## src/sv/tlbpt_pkg.sv

```systemverilog
// tlbpt_pkg: shared constants and types for the page translate core
// no dependencies
`default_nettype none
package tlbpt_pkg;
  localparam int TlbEntries  = 16;
  localparam int FrameCount  = 256;
  localparam int PageCount   = 1024;
  localparam int OffsetWidth = 10;
  localparam int TlbIdxW     = $clog2(TlbEntries);
  localparam int FrameW      = $clog2(FrameCount);
  localparam int PageW       = $clog2(PageCount);
  localparam int AgeW        = FrameW;
  localparam int AddrW       = 20;
  localparam int PaddrW      = 18;

  // broadcast from the sequencer to the age cells
  typedef struct packed {
    logic              touch;
    logic [FrameW-1:0] frame;
    logic [AgeW-1:0]   ref_age;
  } age_bus_t;

  // per-cell report back to the sequencer
  typedef struct packed {
    logic            oldest;
    logic [AgeW-1:0] age;
  } age_rep_t;
endpackage
`default_nettype wire

```

## src/sv/tlbpt_age_cell.sv

```systemverilog
// tlbpt_age_cell: one lru age register, updated on touch broadcast
// depends on tlbpt_pkg
`default_nettype none
module tlbpt_age_cell (
  input  wire logic                         clk,
  input  wire logic                         rst,
  input  wire logic [tlbpt_pkg::FrameW-1:0] index,
  input  wire tlbpt_pkg::age_bus_t          bus,
  output tlbpt_pkg::age_rep_t               rep
);
  logic [tlbpt_pkg::AgeW-1:0] age;

  // age update: chosen frame to zero, younger ones age by one
  always_ff @(posedge clk) begin
    if (rst) begin
      age <= tlbpt_pkg::AgeW'(tlbpt_pkg::FrameCount - 1) - index;
    end else if (bus.touch) begin
      if (index == bus.frame) age <= '0;
      else if (age < bus.ref_age) age <= age + 1'b1;
    end
  end

  assign rep.age    = age;
  assign rep.oldest = (age == tlbpt_pkg::AgeW'(tlbpt_pkg::FrameCount - 1));
endmodule
`default_nettype wire

```

## config.mk

```make
export PLATFORM = sky130hd
export DESIGN_NAME = tlbpt_age_cell
export DESIGN_NICKNAME = d
export VERILOG_FILES = /design/src/sv/tlbpt_pkg.sv /design/src/sv/tlbpt_age_cell.sv
export SDC_FILE = /design/constraint.sdc
export NUM_CORES = 1
export LEC_CHECK = 0
export BUFFER_PORTS_ARGS = -buffer_cell sky130_fd_sc_hd__buf_2
export CORE_UTILIZATION = 40
export CTS_CLUSTER_DIAMETER = 60
export DETAILED_ROUTE_END_ITERATION = 8
export PLACE_DENSITY = 0.83
export SLEW_MARGIN = 20
export SYNTH_ARGS = -nofsm -noshare
export SYNTH_HDL_FRONTEND = slang
export SYNTH_SLANG_ARGS = --single-unit
```

## constraint.sdc

```tcl
create_clock -name clk -period 2.2 [get_ports clk]
set_input_delay 0.44 -clock clk [delete_from_list [all_inputs] [get_ports clk]]
set_output_delay 0.44 -clock clk [all_outputs]
set_load 0.02 [all_outputs]
```

==> impl_results.md <==
- Status: complete, no violations
- Width of the chip: roughly 43 um
- Post-synth top flop: edfxtp_1
- Final setup viols: 0
- Die height: 43.44 um
- Hold_buf cts: 0
- Worst path required time: approximately 1.8 ns
- RSZ-0062 raised after global routing: false
- First-pass GRT wire length: 2484 um
- Post-synth top area share: 0.3497
- Yosys top cell by area: edfxtp_1
- Gpl congestion: 0.7439
- ANT cells: 0
- Startpoint class of the critical path: flip-flop
- CP Class: reg -> out
- Biggest register: age
- DRC errors left: 0
- All-Layer GR Usage: 0.1886
- WHS: roughly 0.54 ns
- Crit path from: age[0]$_DFFE_PP_
- Hold Fails Final Rpt: 0
- Synth top cells by count: xnor2_1, edfxtp_1, ha_1, inv_1, o22ai_1
- TritonCTS clock tree: yes
- Slew Viols, Final: 0
- Hold Crit Class: in -> reg
- Top-count cell post-synth: xnor2_1
- Reg2Reg Depth: 4
- Top Registers: age (8)
- CTS Root Cell: clkbuf_4
- Reg-to-Reg End: age[5]$_DFFE_PP_
- Post-synth EDFFs: 8
- Critical path endpoint: rep[8]
- Initial antenna violation count: 0
- Crit Path Max Fanout: 6
- Post-CTS Setup Repair Bufs: 0
- Initial Util: 0.4406
- Lkg Pwr: 0.4358 nW
- Largest net degree at the start of global routing: 10
- Vias per cell: approximately 5.3
- Top post-synthesis cells by area: edfxtp_1, ha_1, xnor2_1
- Setup slack, reg-to-reg: ~0.27 ns
- Share of cells above drive strength 1: 0.3818
- Core Area: 1559 um^2
- Post-DP HPWL: between 1000 and 1500 um
- DR vias: roughly 670
- Overflow after GRT: 0
- Top Ports: 36
- Final worst path period share: 0.9127
- Fmax: between 400 and 500 MHz
- Number of global-route vias before repair: 600
- Synth Cell Area: slightly below 700 um^2
- Initial DRT Pass Iterations: 4
- Maxcap violations: 0
- Setup TNS: 0 ns
- Clock tree buffer depth: 2
- Final Skew: 0.002014 ns
- Drt total wl: around 1500 um
- Skew-Pair Late Insertion Delay: about 0.25 ns
- Rel. slew slack: 0.8454
- H-tree Lvls: 1
- CTS resizes: 0
- FFs w/ async S/R, synth: 0
- Initial DRC count: 19
- Yosys reg bits: 8
- Critical Path AT: around 1.6 ns
- CTS sink count: 8
- Avg Cell Area, Syn: slightly below 10 um^2
- Sequential area share after synthesis: 0.3497
- Avg WL per Cell: between 10 and 15 um
- NumNets Final: 147
- Row Count: 14
- Crit end category: output port
- Port bufs: 35
- HP Start: index[6]
- Clock-pin transition on the worst setup and hold timing paths: about 0.050 ns
- Cts bufs inserted: 3
- Syn Inst Count: 71
- Synthesis-to-finish area growth: 32.79%
- Cell variety after synth: 21
- Worst Max-Slew Pin Slew: between 0.2 and 0.25 ns
- ANT nets after route: 0
- Die Footprint: approximately 1900 um^2
- P per Cell Area: approximately 640 nW/um^2
- Fin crit period: 2.008 ns
- Syn_nets: 106
- Max reg flops: 8
- Synth warn: 0
- Worst R2R Start: age[1]$_DFFE_PP_
- Peak supply drop: between 0.0003 and 0.0004 V
cells in the final DEF, fill, tap and decap left out, drive strengths merged:
cell and instances:
a2111o 1, a21oi 2, a31oi 1, and2 1
and3 2, buf 36, clkbuf 3, clkinv 1
edfxtp 8, ha 8, inv 8, nand2 4
nand2b 2, nand3 2, nand4 3, nor2 2
o21ai 3, o22a 1, o22ai 8, xnor2 10
xor2 4
how the worst min path moves through the flow:
stage / endpoint / slack, ns / cells past startpoint
5_1_grt: age[6]$_DFFE_PP_ / 0.53 / 2
6_report: age[6]$_DFFE_PP_ / 0.54 / 2
4_1_cts: age[0]$_DFFE_PP_ / 0.53 / 2
3_5_place_dp: age[7]$_DFFE_PP_ / 0.70 / 2
3_3_place_gp: age[7]$_DFFE_PP_ / 0.69 / 2
2_1_floorplan: age[1]$_DFFE_PP_ / 0.67 / 1
critical path, stage by stage, from the launching register on:
cell,delay [ns]
edfxtp_1,0.44
ha_1,0.23
nand3_1,0.13
nor2_1,0.19
and3_1,0.17
buf_2,0.15
cell families after synthesis:
family / Yosys count / share of synthesized area
compound gates: 16 / 0.1548
flops: 8 / 0.3497
fa+ha+maj: 8 / 0.1457
simple gates: 16 / 0.1221
xor+xnor: 14 / 0.1785
buf+inv: 9 / 0.04918
per-stage QoR:
step	setup WS (ns)	instances	total power, mW	cell area (um^2)	util
CTS	0.1873	126	0.5912	912.1	0.5851
detailed placement	0.1675	123	0.4800	889.6	0.5706
global route	0.09393	126	0.6322	912.1	0.5851
global placement	0.2794	123	0.4680	889.6	0.5706
finish	0.1920	126	0.5875	912.1	0.5851
floorplan	0.3419	71	0.3911	686.9	-
layer usage:
layer  share of wire  vias to the layer above  global-route usage  routed length (um)
li1                -                      340                   -                   -
met1            0.42                      294              0.2105                 633
met2            0.49                       34              0.3212                 748
met3           0.072                        4             0.03750                 109
met4           0.016                        0              0.1313                  24
met5               0                        -                   0                   0
final cells by class:
cell class	count	area, um^2
clock buffer	3	22.52
fill	146	646.9
inverter	9	33.78
multi-input combinational	54	412.9
sequential	8	240.2
tap	16	20.02
timing repair buffer	36	182.7
power by group:
part | internal [mW] | switching, mW
combinational | 0.106 | 0.128
clock | 0.0622 | 0.0471
sequential | 0.207 | 0.0368
Power figures use the tool's default switching activity.
