==> src/sv/tlbpt_ram.sv <==
// tlbpt_ram: generic single port ram with registered read
// no dependencies
`default_nettype none
module tlbpt_ram #(
  parameter int Width = 8,
  parameter int Depth = 256
) (
  input  wire logic                     clk,
  input  wire logic                     we,
  input  wire logic [$clog2(Depth)-1:0] addr,
  input  wire logic [Width-1:0]         wdata,
  output logic      [Width-1:0]         rdata
);
  logic [Width-1:0] mem [Depth];
  always_ff @(posedge clk) begin
    if (we) mem[addr] <= wdata;
    rdata <= mem[addr];
  end
endmodule
`default_nettype wire

==> config.mk <==
export PLATFORM = sky130hd
export DESIGN_NAME = tlbpt_ram
export DESIGN_NICKNAME = d
export VERILOG_FILES = /design/src/sv/tlbpt_ram.sv
export SDC_FILE = /design/constraint.sdc
export NUM_CORES = 2
export LEC_CHECK = 0
export BUFFER_PORTS_ARGS = -buffer_cell sky130_fd_sc_hd__buf_2
export CAP_MARGIN = 20
export CORE_AREA = 2 2 421 423
export CTS_CLUSTER_SIZE = 12
export DETAILED_ROUTE_END_ITERATION = 10
export DIE_AREA = 0 0 423 425
export PLACE_DENSITY = 0.66
export SYNTH_ARGS = -nofsm -noshare
export SYNTH_HDL_FRONTEND = slang
export SYNTH_SLANG_ARGS = --single-unit
==> constraint.sdc <==
create_clock -name clk -period 3.35 [get_ports clk]
set_input_delay 0.5025 -clock clk [delete_from_list [all_inputs] [get_ports clk]]
set_output_delay 0.5025 -clock clk [all_outputs]
set_load 0.01 [all_outputs]
==> flow_metrics.env <==
export IMPL_fillCellCount=13500
export IMPL_synth_seq_area_share=0.786
export IMPL_drive_above_1_share=0.311
export IMPL_yosys_area_top_type_share=0.783
export IMPL_total_switching_power_uw=10900
export IMPL_post_synth_num_cell_types=22
export IMPL_min_period_over_period=0.853
export IMPL_fp_coreArea_um2=175000
export IMPL_floorplan_rows=154
export IMPL_ant_nets=0
export IMPL_post_drt_wl_per_cell_um=29.0
export IMPL_area_of_the_multi_input_gates_um2=15800
export IMPL_cts_htree_levels=4
export IMPL_place_gp_congestion=0.848
export IMPL_grt_remaining_overflow=0
export IMPL_worstSetupPathType="input port to register"
export IMPL_p_int_uw=40800
export IMPL_post_synth_inst_count=3547
export IMPL_critPathBufInv=3
export IMPL_start_kind="input port"
export IMPL_cts_resized=0
export IMPL_max_freq_mhz=350
export IMPL_cp_top_family="compound AO/OA/AOI/OAI gates"
export IMPL_seq_area_um2=61700
export IMPL_power_static_leakage_uw=0.0285
export IMPL_data_required_time_at_the_worst_endpoint_ps=4020
export IMPL_ctsLongestPathBuffers=3
export IMPL_timing_final_max_slew_violations=0
export IMPL_first_global_vias=39400
export IMPL_clk_root_buffer_cell="sky130_fd_sc_hd__clkbuf_16"
export IMPL_route_detailed_drc=0
export IMPL_fin_worst_skew_ps=36.7
export IMPL_ios=26
export IMPL_cts_made_buffers=205
export IMPL_timing_critical_path_to_type="register"
export IMPL_critical_path_arrival_ps=3530
export IMPL_cp_cell_sequence="buf_8, buf_12, buf_12, mux4_2, a22oi_1, a21oi_1, o41ai_1, nand4_1"
export IMPL_switching_share=0.211
export IMPL_relative_contribution_of_combinational_cells_to_total_power=0.049
export IMPL_floorplan_die_area_um2=180000
export IMPL_share_clk_of_total_power=0.402
export IMPL_clock_latency_ps=830
export IMPL_timing_hold_violations_final=0
export IMPL_placed_cells=6185
export IMPL_clock_sink_count=2056
export IMPL_layout_core_utilization=0.520
export IMPL_port_buffers=25
export IMPL_critical_path_slowest_cell="sky130_fd_sc_hd__o41ai_1"
export IMPL_diodes=0
export IMPL_synth_warning_count=0
export IMPL_die_h_um=425
export IMPL_post_drt_via_cell_ratio=5.97
export IMPL_syn_area_um2=78500
export IMPL_worst_vdd_ir_mv=0.594
export IMPL_ctsHoldBuffers=0
export IMPL_placed_cell_area_um2=85200
export IMPL_antenna_found_initial=4
export IMPL_wirelength_um=189000
export IMPL_cap_viol_max_count=0
export IMPL_dp_hpwl_um=118000
export IMPL_outcome="finished, final reports clean"
export IMPL_global_route_usage_total=0.210
export IMPL_cp_common_cell="sky130_fd_sc_hd__buf_12"
export IMPL_yosys_register_bits=2056
export IMPL_totalPowerFinal_uw=51700
export IMPL_finalInstanceArea_um2=91100
export IMPL_avgSynthCellArea_um2=22.1
export IMPL_finalNetCount=4070
export IMPL_seq_power_share=0.549
export IMPL_post_synth_main_area_contributors="sky130_fd_sc_hd__edfxtp_1, sky130_fd_sc_hd__mux4_2, sky130_fd_sc_hd__a22oi_1, sky130_fd_sc_hd__nor2_1, sky130_fd_sc_hd__a21oi_1"
export IMPL_grt_first_pass_wirelength_um=275000
export IMPL_worst_pin_slew_ps=1070
export IMPL_grt_start_max_net_pins=113
export IMPL_max_slew_margin_rel=0.274
export IMPL_drt_first_pass_iters=5
export IMPL_clk_transition_reported_paths_ps=60
export IMPL_postSynthNetCount=3565
export IMPL_route_vias_total=38800
export IMPL_number_of_drc_markers_in_iteration_0=4864
export IMPL_cts_post_setup_buffers_inserted=0
export IMPL_critPathMaxFanout=40
export IMPL_setup_repair_after_global_routing_missed_its_margin="no"
export IMPL_worst_hold_path_type="input port to register"
export IMPL_area_growth_synth_to_final_pct=16.1
export IMPL_p_per_area_nw_per_um2=567
export IMPL_synth_top_area_cell="sky130_fd_sc_hd__edfxtp_1"
export IMPL_layout_min_cycle_time_ps=2860
export IMPL_fp_dieW_um=423
export IMPL_initial_utilization=0.448
export IMPL_setup_viol_count_final=0
export IMPL_fin_hold_ws_ps=110
export IMPL_final_instance_count_excl_fill=6506
export IMPL_cts_tree="done"
export IMPL_slowest_delay_ps=970
-- power groups by stage --
stage          registers [uW]  logic (uW)  clock network, uW
2_1_floorplan           28900        1260                  0
3_3_place_gp            28900        2540                  0
3_5_place_dp            28900        2570                  0
4_1_cts                 28400        2580              21100
5_1_grt                 28400        2690              22100
6_report                28400        2550              20800
-- flip-flops by register name, indices dropped and copies added, names as in the netlist --
name	cells
mem	2048
rdata	8
-- cell usage in the layout (no fill, tap or decap), drive strengths merged --
cell	count
clkbuf	248
mux4	512
bufinv	4
and2	3
o41ai	32
buf	530
edfxtp	2048
nor2	232
clkinv	62
or2	2
or3	1
a21oi	128
nand2b	6
dfxtp	8
nand3	13
inv	8
nor3	30
a22oi	256
nand4	8
nand2	28
nor2b	7
-- metal layers --
metal / global-route usage / vias up / share of wire
met3: 0.0412 / 275 / 0.085
met2: 0.341 / 1762 / 0.49
met1: 0.293 / 20700 / 0.40
met5: 0 / - / 0.00021
li1: - / 16000 / -
met4: 0.0590 / 6 / 0.025
-- synthesized netlist by cell type, drive strengths merged --
library cell,count
nand3,13
nand2,28
edfxtp,2048
buf,87
inv,1
dfxtp,8
or2,2
nor3,30
nor2b,7
or3,1
clkbuf,145
o41ai,32
nand2b,6
mux4,512
nand4,8
nor2,232
a22oi,256
and2,3
a21oi,128
-- through the flow --
| step | worst slack [ps] | TNS [ps] |
|---|---|---|
| finish | 494 | 0 |
| global route | 366 | 0 |
| CTS | 421 | 0 |
| detailed placement | -470 | -1570 |
| global placement | -341 | -1480 |
| floorplan | 629 | 0 |
-- worst paths after layout --
kind | from | end | slack, ps | cells past startpoint
worst max register to register | mem[96][3]$_DFFE_PP_ | rdata[3]$_DFF_P_ | 640 | 5
worst min-delay path | wdata[4] | mem[195][4]$_DFFE_PP_ | 110 | 1
worst min register to register | mem[6][0]$_DFFE_PP_ | rdata[0]$_DFF_P_ | 990 | 5
worst max-delay path | addr[1] | rdata[3]$_DFF_P_ | 490 | 8
-- worst register-to-register path, cell delays in order, from the launching register on --
cell and delay (ps):
sky130_fd_sc_hd__edfxtp_1 360, sky130_fd_sc_hd__mux4_2 520, sky130_fd_sc_hd__a22oi_1 330, sky130_fd_sc_hd__a21oi_1 140
sky130_fd_sc_hd__o41ai_1 990, sky130_fd_sc_hd__nand4_1 210
-- cell families (layout without fill, tap and decap cells) --
kind of cell	Yosys count	in the layout	synth area share
AOI/OAI and AO/OA	416	416	0.0362
buffers and inverters	233	852	0.0140
DFF	2056	2056	0.786
muxes	512	512	0.147
and+or+nand+nor	330	330	0.0173
-- final cells by class --
| class | count | share of cell area |
|---|---|---|
| sequential | 2056 | 0.677 |
| multi-input combinational | 1258 | 0.173 |
| clock buffer | 248 | 0.0582 |
| timing repair buffer | 530 | 0.0529 |
| tap | 2340 | 0.0321 |
| clock inverter | 73 | 0.00695 |
| inverter | 1 | 0.0000412 |
Note: power is estimated with default switching activity, not from simulation.
