**config.mk**
```make
export PLATFORM = sky130hd
export DESIGN_NAME = tlbpt_tlb_cell
export DESIGN_NICKNAME = d
export VERILOG_FILES = /design/src/sv/tlbpt_pkg.sv /design/src/sv/tlbpt_tlb_cell.sv
export SDC_FILE = /design/constraint.sdc
export NUM_CORES = 1
export LEC_CHECK = 0
export ABC_AREA = 1
export BUFFER_PORTS_ARGS = -buffer_cell sky130_fd_sc_hd__buf_2
export CAP_MARGIN = 20
export CORE_MARGIN = 4
export CORE_UTILIZATION = 42
export DETAILED_ROUTE_END_ITERATION = 10
export GPL_TIMING_DRIVEN = 1
export PLACE_DENSITY = 0.82
export SYNTH_ARGS = -nofsm -noshare
export SYNTH_HDL_FRONTEND = slang
export SYNTH_SLANG_ARGS = --single-unit
```
**constraint.sdc**
```tcl
create_clock -name clk -period 0.93 [get_ports clk]
set_input_delay 0.0465 -clock clk [delete_from_list [all_inputs] [get_ports clk]]
set_output_delay 0.0465 -clock clk [all_outputs]
set_load 0.02 [all_outputs]
```
**src/sv/tlbpt_pkg.sv**
```systemverilog
// tlbpt_pkg: shared constants and types for the page translate core
// no dependencies
`default_nettype none
package tlbpt_pkg;
  localparam int TlbEntries  = 16;
  localparam int FrameCount  = 256;
  localparam int PageCount   = 1024;
  localparam int OffsetWidth = 10;
  localparam int TlbIdxW     = $clog2(TlbEntries);
  localparam int FrameW      = $clog2(FrameCount);
  localparam int PageW       = $clog2(PageCount);
  localparam int AgeW        = FrameW;
  localparam int AddrW       = 20;
  localparam int PaddrW      = 18;

  // broadcast from the sequencer to the age cells
  typedef struct packed {
    logic              touch;
    logic [FrameW-1:0] frame;
    logic [AgeW-1:0]   ref_age;
  } age_bus_t;

  // per-cell report back to the sequencer
  typedef struct packed {
    logic            oldest;
    logic [AgeW-1:0] age;
  } age_rep_t;
endpackage
`default_nettype wire

```
**src/sv/tlbpt_tlb_cell.sv**
```systemverilog
// tlbpt_tlb_cell: one tlb entry with tag compare and frame drop
// depends on tlbpt_pkg
`default_nettype none
module tlbpt_tlb_cell (
  input  wire logic                         clk,
  input  wire logic                         rst,
  input  wire logic                         wr,
  input  wire logic                         drop,
  input  wire logic [tlbpt_pkg::FrameW-1:0] drop_frame,
  input  wire logic [tlbpt_pkg::PageW-1:0]  page,
  input  wire logic [tlbpt_pkg::FrameW-1:0] wframe,
  output logic                              hit,
  output logic      [tlbpt_pkg::FrameW-1:0] frame
);
  logic                         valid;
  logic [tlbpt_pkg::PageW-1:0]  tag;

  // entry storage; a write wins over a drop in the same cycle
  always_ff @(posedge clk) begin
    if (rst) begin
      valid <= 1'b0;
      tag   <= '0;
      frame <= '0;
    end else if (wr) begin
      valid <= 1'b1;
      tag   <= page;
      frame <= wframe;
    end else if (drop && valid && frame == drop_frame) begin
      valid <= 1'b0;
    end
  end

  assign hit = valid && (tag == page);
endmodule
`default_nettype wire

```
==> flow_summary.yaml, run 1 <==
worst_setup_path:
  startpoint: "tag[9]"
  required_ps: 880
  crit_path_start_kind: "flop"
  crit_type: "reg2out"
  worstPathMaxFanout: 3
  cp-end-kind: "output pin"
  ff2ff_path_depth: 6
  timing.rr.start: "frame[7]"
  worstPathArrival_ps: 1300
route:
  post_drt_wl_per_cell_um: 11.38
  viasPerCell: 4.708
  dr.pass1.iters: 3
  antenna_left: 0
  via_count: 1031
  drc: 0
  routed_wl_um: 2493
  drt-initial-drc-count: 11
clocking:
  clk_pin_slew_ps: 110
  clkLatencyLatePin_ps: 290
  htreeDepth: 1
  clockBufferDepth: 2
  cts_buffers: 3
  cts_sinks: 19
  cts_tree: "built"
  ctsRootBufferMaster: "clkbuf_4"
timing:
  hold_violations: 0
  period_minus_slack_ps: 1351
  setup_viol: 3
  max_freq_mhz: 740.3
  final_max_slew_viol_count: 0
  skew_ps: 4.813
  setup_slack_ps: -420.8
  post-route-period-util_pct: 145.2
  setup_tns_ps: -486.3
  rsz0062_at_grt: "true"
  worst_slew_pin_slew_ps: 437.5
  slew_headroom_pct: 70.83
final_layout:
  num_antenna_cells: 0
  drive_above_1_share_pct: 45.55
  nFillCells: 221
  areaGrowthSynthToFinish_pct: 41.71
  fin_util_pct: 63.19
  nNetsFinal: 222
  instances_no_fill: 219
synth:
  synth_seq_area_share_pct: 38.19
  synth_cells: 138
  ys_top_cells_by_area: "dfxtp_1 38%, nand2_1 14%, a211oi_2 11%"
  syn_avg_cell_area_um2: 7.217
  yosysUniqueCellTypes: 16
  ys_ff_latch: 19
  yosys.area.top_type_share_pct: 38.19
  yosysTopAreaCell: "dfxtp_1"
  synth.net_count: 168
  yosysWarnings: 0
  synth_area_um2: 996.0
run_status:
  status: "finished with violations"
  violations: "setup timing"
flow_run:
  max-cap-violations: 0
grt:
  track_usage_pct: 16.24
  antenna_found_initial: 0
  overflow: 0
  grt_pass1_vias: 992
  grt_pass1_wl_um: 4174
  grt_max_degree: 25
hold_path:
  hold_path.class: "in2reg"
  whs_path_depth: 3
  min_from: "page[6]"
pwr:
  peakVddDrop_uv: 795.1
  swShare_pct: 29.54
  p_total_mw: 1.768
  leakage_nw: 0.6897
  pwr-share-clk_pct: 23.5
  p_int_mw: 1.246
  pwr-share-comb_pct: 25.1
  p_sw_uw: 522.1
  p_seq_share_pct: 51.4
  power.density_nw_per_um2: 1252
placed_design:
  dpl.hpwl_um: 1817
  portBuffers: 38
  place_inst: 211
  gp_congestion: 0.8409
  place_ws_ps: -182.8
floorplan:
  die_h_um: 56.70
  core_area_um2: 2233
  dieWidth_um: 56.70
  start_util_pct: 44.59
  die-area_um2: 3214
  ioPinCount: 39
  rows: 17
logic make-up (layout without fill, tap and decap cells):
family | Yosys count | in the layout | synth area share (%)
AO/OA/AOI/OAI | 26 | 26 | 21.23
XOR/XNOR | 3 | 3 | 2.639
flip-flops | 19 | 19 | 38.19
AND/OR/NAND/NOR | 62 | 62 | 24.37
buffers and inverters | 28 | 81 | 13.57
final timing paths:
| path | end | slack, ps |
|---|---|---|
| worst max-delay path | hit | -420 |
| worst min-delay path | tag[6] | 10 |
| worst max register to register | valid | -40 |
| worst min register to register | valid | 480 |
placed cells by master, fill, tap and decap left out:
| cell type | Yosys | routed |
|---|---|---|
| xnor2_1 | 3 | 3 |
| dfxtp_4 | 0 | 3 |
| dlygate4sd3_1 | 0 | 2 |
| o21ai_0 | 2 | 1 |
| dfxtp_1 | 19 | 8 |
| nand2_2 | 0 | 2 |
| buf_6 | 3 | 5 |
| nor2_1 | 19 | 18 |
| nor2_4 | 0 | 1 |
| nand3_1 | 4 | 4 |
| buf_4 | 2 | 11 |
| inv_1 | 22 | 18 |
| nand2_1 | 36 | 34 |
| clkinv_2 | 0 | 1 |
| a21oi_2 | 0 | 1 |
| buf_2 | 0 | 35 |
| a21oi_1 | 8 | 7 |
| dfxtp_2 | 0 | 8 |
| o22ai_1 | 3 | 3 |
| a211oi_2 | 9 | 9 |
| o21ai_1 | 0 | 1 |
| nand4_1 | 1 | 1 |
| nor3_2 | 0 | 2 |
| a211oi_1 | 4 | 4 |
| buf_12 | 0 | 1 |
| clkbuf_4 | 0 | 3 |
| inv_2 | 1 | 5 |
cells in the mapped netlist, drive strengths merged:
library cell   n
a211oi        13
a21oi          8
buf            5
dfxtp         19
inv           23
nand2         36
nand3          4
nand4          1
nor2          19
nor3           2
o21ai          2
o22ai          3
xnor2          3
critical path, cell delays in order (launching register included):
cell     delay (ps)
dfxtp_2         340
inv_2            40
nand2_1          50
nand2_1          50
nor3_2          180
nand3_1         140
nor2_4          100
buf_6           120
state kept, by name, summed over array words and instances, names as in the netlist:
signal and flops:
tag 10, valid 1, frame 8
what timing repair did:
| action | CTS | global route |
|---|---|---|
| gates resized for setup | 16 | 5 |
| endpoints found under the hold margin | 2 | 0 |
| endpoints found under the setup margin | 4 | 4 |
| setup buffers | 2 | 0 |
| gates cloned | 0 | 0 |
| hold buffers | 2 | 0 |
| pin swaps | 2 | 1 |
routing by layer:
metal / wire length [um] / vias to the layer above / global-route usage, %
li1: - / 547 / -
met1: 974 / 463 / 18.46
met2: 1379 / 19 / 30.20
met3: 121 / 2 / 2.759
met4: 17 / 0 / 5.085
met5: 0 / - / 0
area by class of cell:
type / instances / area [um2] / area share, %
Tap cell: 28 / 35.03 / 2.482
Timing Repair Buffer: 54 / 354.1 / 25.09
Clock buffer: 3 / 22.52 / 1.596
Sequential cell: 19 / 401.6 / 28.46
Inverter: 23 / 86.33 / 6.117
Multi-Input combinational cell: 91 / 506.7 / 35.90
Clock inverter: 1 / 5.005 / 0.3546
power by group through the flow:
| stage | sequential (mW) | clock [mW] | combinational, mW |
|---|---|---|---|
| final | 0.908 | 0.415 | 0.444 |
| after global routing | 0.917 | 0.477 | 0.492 |
| after CTS | 0.909 | 0.441 | 0.442 |
| after detailed placement | 0.924 | 0 | 0.409 |
| after global placement | 0.918 | 0 | 0.396 |
| after floorplan | 0.946 | 0 | 0.218 |
stage by stage:
step	area, um2	hold WS [ps]
after floorplan	1018	184.7
after global placement	1297	294.4
after detailed placement	1297	315.1
after CTS	1404	6.812
after global routing	1411	13.92
final	1411	10.48
Power figures use the tool's default switching activity.
==> run 2, diff against run 1 <==
Settings changed: CELL_PAD_IN_SITES_DETAIL_PLACEMENT set to 1, CELL_PAD_IN_SITES_GLOBAL_PLACEMENT set to 2, CORE_ASPECT_RATIO set to 2, CORE_MARGIN 4 to 2, CORE_UTILIZATION 42 to 22.
==> flow_summary.yaml, run 2 (same netlist as run 1, synthesis figures left out) <==
final_layout:
  layout_common_cells: "36 x buf_2, 34 x nand2_1, 17 x inv_1, 17 x nor2_1, 13 x buf_4"
  nFillCells: 580
  largest_register: "tag"
  layout_commonest_cell: "buf_2"
  largest_register_ffs: 10
  nNetsFinal: 221
  instances_no_fill: 244
  drive_above_1_share_pct: 46.32
  fin_util_pct: 33.33
  areaGrowthSynthToFinish_pct: 45.23
  num_antenna_cells: 0
  largest_registers: "tag (10), frame (8), valid (1)"
route:
  viasPerCell: 4.221
  via_count: 1030
  m1WireLength_um: 1006
  highest_layer: "met4"
  dr_wl_met3_um: 85
  post_drt_wl_per_cell_um: 11.26
  drt-initial-drc-count: 6
  antenna_left: 0
  route.met2.wl_um: 1627
  dr.pass1.iters: 2
  routed_wl_um: 2748
  drc: 0
clocking:
  cts_buffers: 3
  clkLatencyLatePin_ps: 250
  postCtsHoldBufs: 0
  htreeDepth: 1
  clockBufferDepth: 2
  cts_sinks: 19
  ctsRootBufferMaster: "clkbuf_8"
  clk_pin_slew_ps: 70
  cts_tree: "built"
worst_setup_path:
  worstPathMaxFanout: 3
  crit_type: "reg2out"
  startpoint: "tag[1]"
  crit_path_start_kind: "flop"
  worstPathArrival_ps: 1240
  timing.rr.start: "frame[5]"
  required_ps: 880
  cp-end-kind: "output pin"
timing:
  worst_slew_pin_slew_ps: 202.1
  slew_headroom_pct: 86.39
  period_minus_slack_ps: 1285
  max_freq_mhz: 778.2
  hold_violations: 0
  setup_viol: 2
  final_max_slew_viol_count: 0
  setup_slack_ps: -355.0
  post-route-period-util_pct: 138.2
  skew_ps: 1.313
  rsz0062_at_grt: "true"
run_status:
  violations: "setup timing"
  status: "finished with violations"
pwr:
  p_total_mw: 1.925
  p_sw_uw: 536.3
  pwr-share-clk_pct: 29.6
  p_seq_share_pct: 47.2
  p_int_mw: 1.389
  pwr-share-comb_pct: 23.2
  swShare_pct: 27.86
  peakVddDrop_uv: 707.7
  power.density_nw_per_um2: 1331
  leakage_nw: 0.6909
hold_path:
  min_from: "wframe[7]"
  hold_path.class: "in2reg"
placed_design:
  place_inst: 240
  place_ws_ps: -160.7
  gp_congestion: 0.7352
  portBuffers: 38
  dpl.hpwl_um: 2249
floorplan:
  start_util_pct: 22.95
  rows: 34
  core_area_um2: 4339
  die_h_um: 99.15
  die-area_um2: 5114
  ioPinCount: 39
  dieWidth_um: 51.58
grt:
  grt_pass1_wl_um: 4857
  grt_pass1_vias: 1139
  grt_max_degree: 16
  overflow: 0
  antenna_found_initial: 0
  track_usage_pct: 12.41
flow_run:
  max-cap-violations: 0
==> run 2: cell count changes in the layout (fill, tap and decap cells not counted), moves of 2 or more <==
cell           before  now
buf_4              11   13
buf_6               5    2
clkbuf_4            3    0
clkbuf_8            0    3
dlygate4sd3_1       2    0
==> run 2: metrics by stage <==
step | cell area [um2] | TNS [ps] | hold slack [ps]
2_1_floorplan | 1018 | -3.363 | 184.7
3_3_place_gp | 1365 | -221.0 | 301.9
3_5_place_dp | 1365 | -221.5 | 308.9
4_1_cts | 1435 | -424.5 | 35.28
5_1_grt | 1446 | -595.7 | 57.67
6_report | 1446 | -366.3 | 38.81
==> run 2: path summary, 6_finish.rpt <==
check              to  slack (ps)  cells after the start
max               hit        -360                      7
min          frame[7]          40                      3
min reg2reg     valid         470                      2
max reg2reg     valid         -10                      9
==> run 2: final cells by class <==
class	instances	area (um2)	area share, %
Multi-Input combinational cell	91	509.2	35.21
Sequential cell	19	397.9	27.51
Clock buffer	4	45.04	3.114
Timing Repair Buffer	53	340.3	23.53
Tap cell	54	67.56	4.671
Inverter	23	86.33	5.969
==> run 2: worst max-delay path, cell delays in order (launching register included) <==
cell	delay [ps]
dfxtp_1	320
inv_1	60
nand2_1	60
o21ai_1	80
a21oi_1	120
nand3_1	130
nor2_4	100
buf_6	120
==> run 2: repair_timing <==
| item | 4_1_cts | 5_1_grt |
|---|---|---|
| gates resized for setup | 13 | 4 |
| pin swaps | 2 | 0 |
| buffers inserted | 0 | 0 |
| endpoints found under the setup margin | 2 | 3 |
==> run 2: per-layer routing <==
| layer | track usage, % | vias to the layer above |
|---|---|---|
| li1 | - | 543 |
| met1 | 12.88 | 467 |
| met5 | 0 | - |
| met3 | 1.351 | 2 |
| met2 | 23.87 | 18 |
| met4 | 5.061 | 0 |
==> run 2: power groups by stage <==
stage	Sequential, mW	Combinational (mW)	Clock [mW]
6_report	0.908	0.447	0.570
5_1_grt	0.916	0.508	0.631
4_1_cts	0.908	0.454	0.610
3_5_place_dp	0.923	0.441	0
3_3_place_gp	0.921	0.434	0
2_1_floorplan	0.946	0.218	0
==> run 3, diff against run 2 <==
Settings changed: PLACE_DENSITY 0.82 to unset, PLACE_DENSITY_LB_ADDON set to 0.1.
==> flow_summary.yaml, run 3 (same netlist as run 1, synthesis figures left out) <==
worst_setup_path:
  timing.rr.start: "frame[5]"
  cp-end-kind: "output pin"
  worstPathMaxFanout: 3
  crit_type: "reg2out"
  crit_path_start_kind: "flop"
  worstPathArrival_ps: 1260
  startpoint: "tag[9]"
  required_ps: 880
floorplan:
  die-area_um2: 5114
  dieWidth_um: 51.58
  rows: 34
  start_util_pct: 22.95
  core_area_um2: 4339
  die_h_um: 99.15
  ioPinCount: 39
clocking:
  ctsRootBufferMaster: "clkbuf_8"
  clkLatencyLatePin_ps: 250
  clk_pin_slew_ps: 70
  clockBufferDepth: 2
  cts_tree: "built"
  cts_buffers: 3
  postCtsHoldBufs: 0
  cts_sinks: 19
  htreeDepth: 1
  cts_setup_buffers: 0
run_status:
  violations: "setup timing"
  status: "finished with violations"
final_layout:
  nNetsFinal: 221
  seq_area_um2: 397.9
  multi_input_area_um2: 506.7
  instances_no_fill: 244
  largest_register: "tag"
  areaGrowthSynthToFinish_pct: 44.35
  layout_commonest_cell: "buf_2"
  fin_util_pct: 33.13
  num_antenna_cells: 0
  largest_register_ffs: 10
  nFillCells: 585
  drive_above_1_share_pct: 44.74
  layout_common_cells: "37 x buf_2, 35 x nand2_1, 19 x inv_1, 17 x nor2_1, 13 x buf_4"
  largest_registers: "tag (10), frame (8), valid (1)"
pwr:
  p_sw_uw: 542.3
  power.density_nw_per_um2: 1341
  p_seq_share_pct: 47.0
  pwr-share-comb_pct: 22.9
  leakage_nw: 0.6878
  peakVddDrop_uv: 890.9
  p_int_mw: 1.385
  swShare_pct: 28.14
  pwr-share-clk_pct: 30.2
timing:
  setup_slack_ps: -375.2
  rsz0062_at_grt: "true"
  setup_viol: 2
  slew_headroom_pct: 86.75
  period_minus_slack_ps: 1305
  skew_ps: 1.967
  setup_tns_ps: -421.0
  final_max_slew_viol_count: 0
  max_freq_mhz: 766.2
  post-route-period-util_pct: 140.3
  hold_slack_ps: 35.74
  hold_violations: 0
  worst_slew_pin_slew_ps: 196.7
route:
  via_count: 1048
  post_drt_wl_per_cell_um: 11.44
  drc: 0
  dr.pass1.iters: 2
  drt-initial-drc-count: 4
  routed_wl_um: 2791
  m1WireLength_um: 1004
  highest_layer: "met4"
  antenna_left: 0
  route.met2.wl_um: 1652
  viasPerCell: 4.295
  dr_wl_met3_um: 99
grt:
  grt_pass1_vias: 1115
  overflow: 0
  grt_pass1_wl_um: 4747
  grt_max_degree: 20
  antenna_found_initial: 0
  track_usage_pct: 12.04
flow_run:
  max-cap-violations: 0
placed_design:
  portBuffers: 38
  dpl.hpwl_um: 2303
  place_ws_ps: -189.6
  place_inst: 240
  gp_congestion: 0.7877
hold_path:
  hold_path.class: "in2reg"
  min_from: "wframe[7]"
==> run 3: path summary, 6_finish.rpt <==
kind | to | cells after the start | slack [ps]
max | hit | 7 | -380
min | frame[7] | 3 | 40
max reg2reg | valid | 9 | -50
min reg2reg | valid | 2 | 460
==> run 3: layout make-up <==
cell class	instances	area share, %
Clock buffer	4	3.133
Multi-Input combinational cell	91	35.25
Sequential cell	19	27.68
Timing Repair Buffer	53	23.24
Tap cell	54	4.700
Inverter	23	6.005
==> run 3: layer usage <==
| metal | global-route usage, % | up-vias |
|---|---|---|
| met1 | 11.72 | 487 |
| met4 | 4.858 | 0 |
| met5 | 0 | - |
| li1 | - | 540 |
| met2 | 23.77 | 19 |
| met3 | 1.652 | 2 |
==> run 3: critical path: stages (launching register included) <==
cell and delay (ps):
dfxtp_2 330, inv_2 40, nand2_1 40, nand2_1 60
nor3_2 210, nand3_2 120, nor2_4 90, buf_6 120
==> run 3: timing repair <==
action,CTS,global route
gates cloned,0,0
pin swaps,4,1
setup endpoints to repair,2,2
gates resized for setup,10,1
==> run 3: metrics by stage <==
| stage | power [mW] | instance area (um2) |
|---|---|---|
| 2_1_floorplan | 1.164 | 1018 |
| 6_report | 1.927 | 1438 |
| 4_1_cts | 1.973 | 1435 |
| 3_5_place_dp | 1.365 | 1365 |
| 5_1_grt | 2.053 | 1438 |
| 3_3_place_gp | 1.350 | 1365 |
==> run 3: power by group through the flow <==
stage | Sequential (mW) | Clock [mW] | Combinational [mW]
floorplan | 0.946 | 0 | 0.218
global placement | 0.922 | 0 | 0.428
detailed placement | 0.924 | 0 | 0.441
CTS | 0.907 | 0.615 | 0.451
global route | 0.914 | 0.645 | 0.494
finish | 0.905 | 0.581 | 0.441
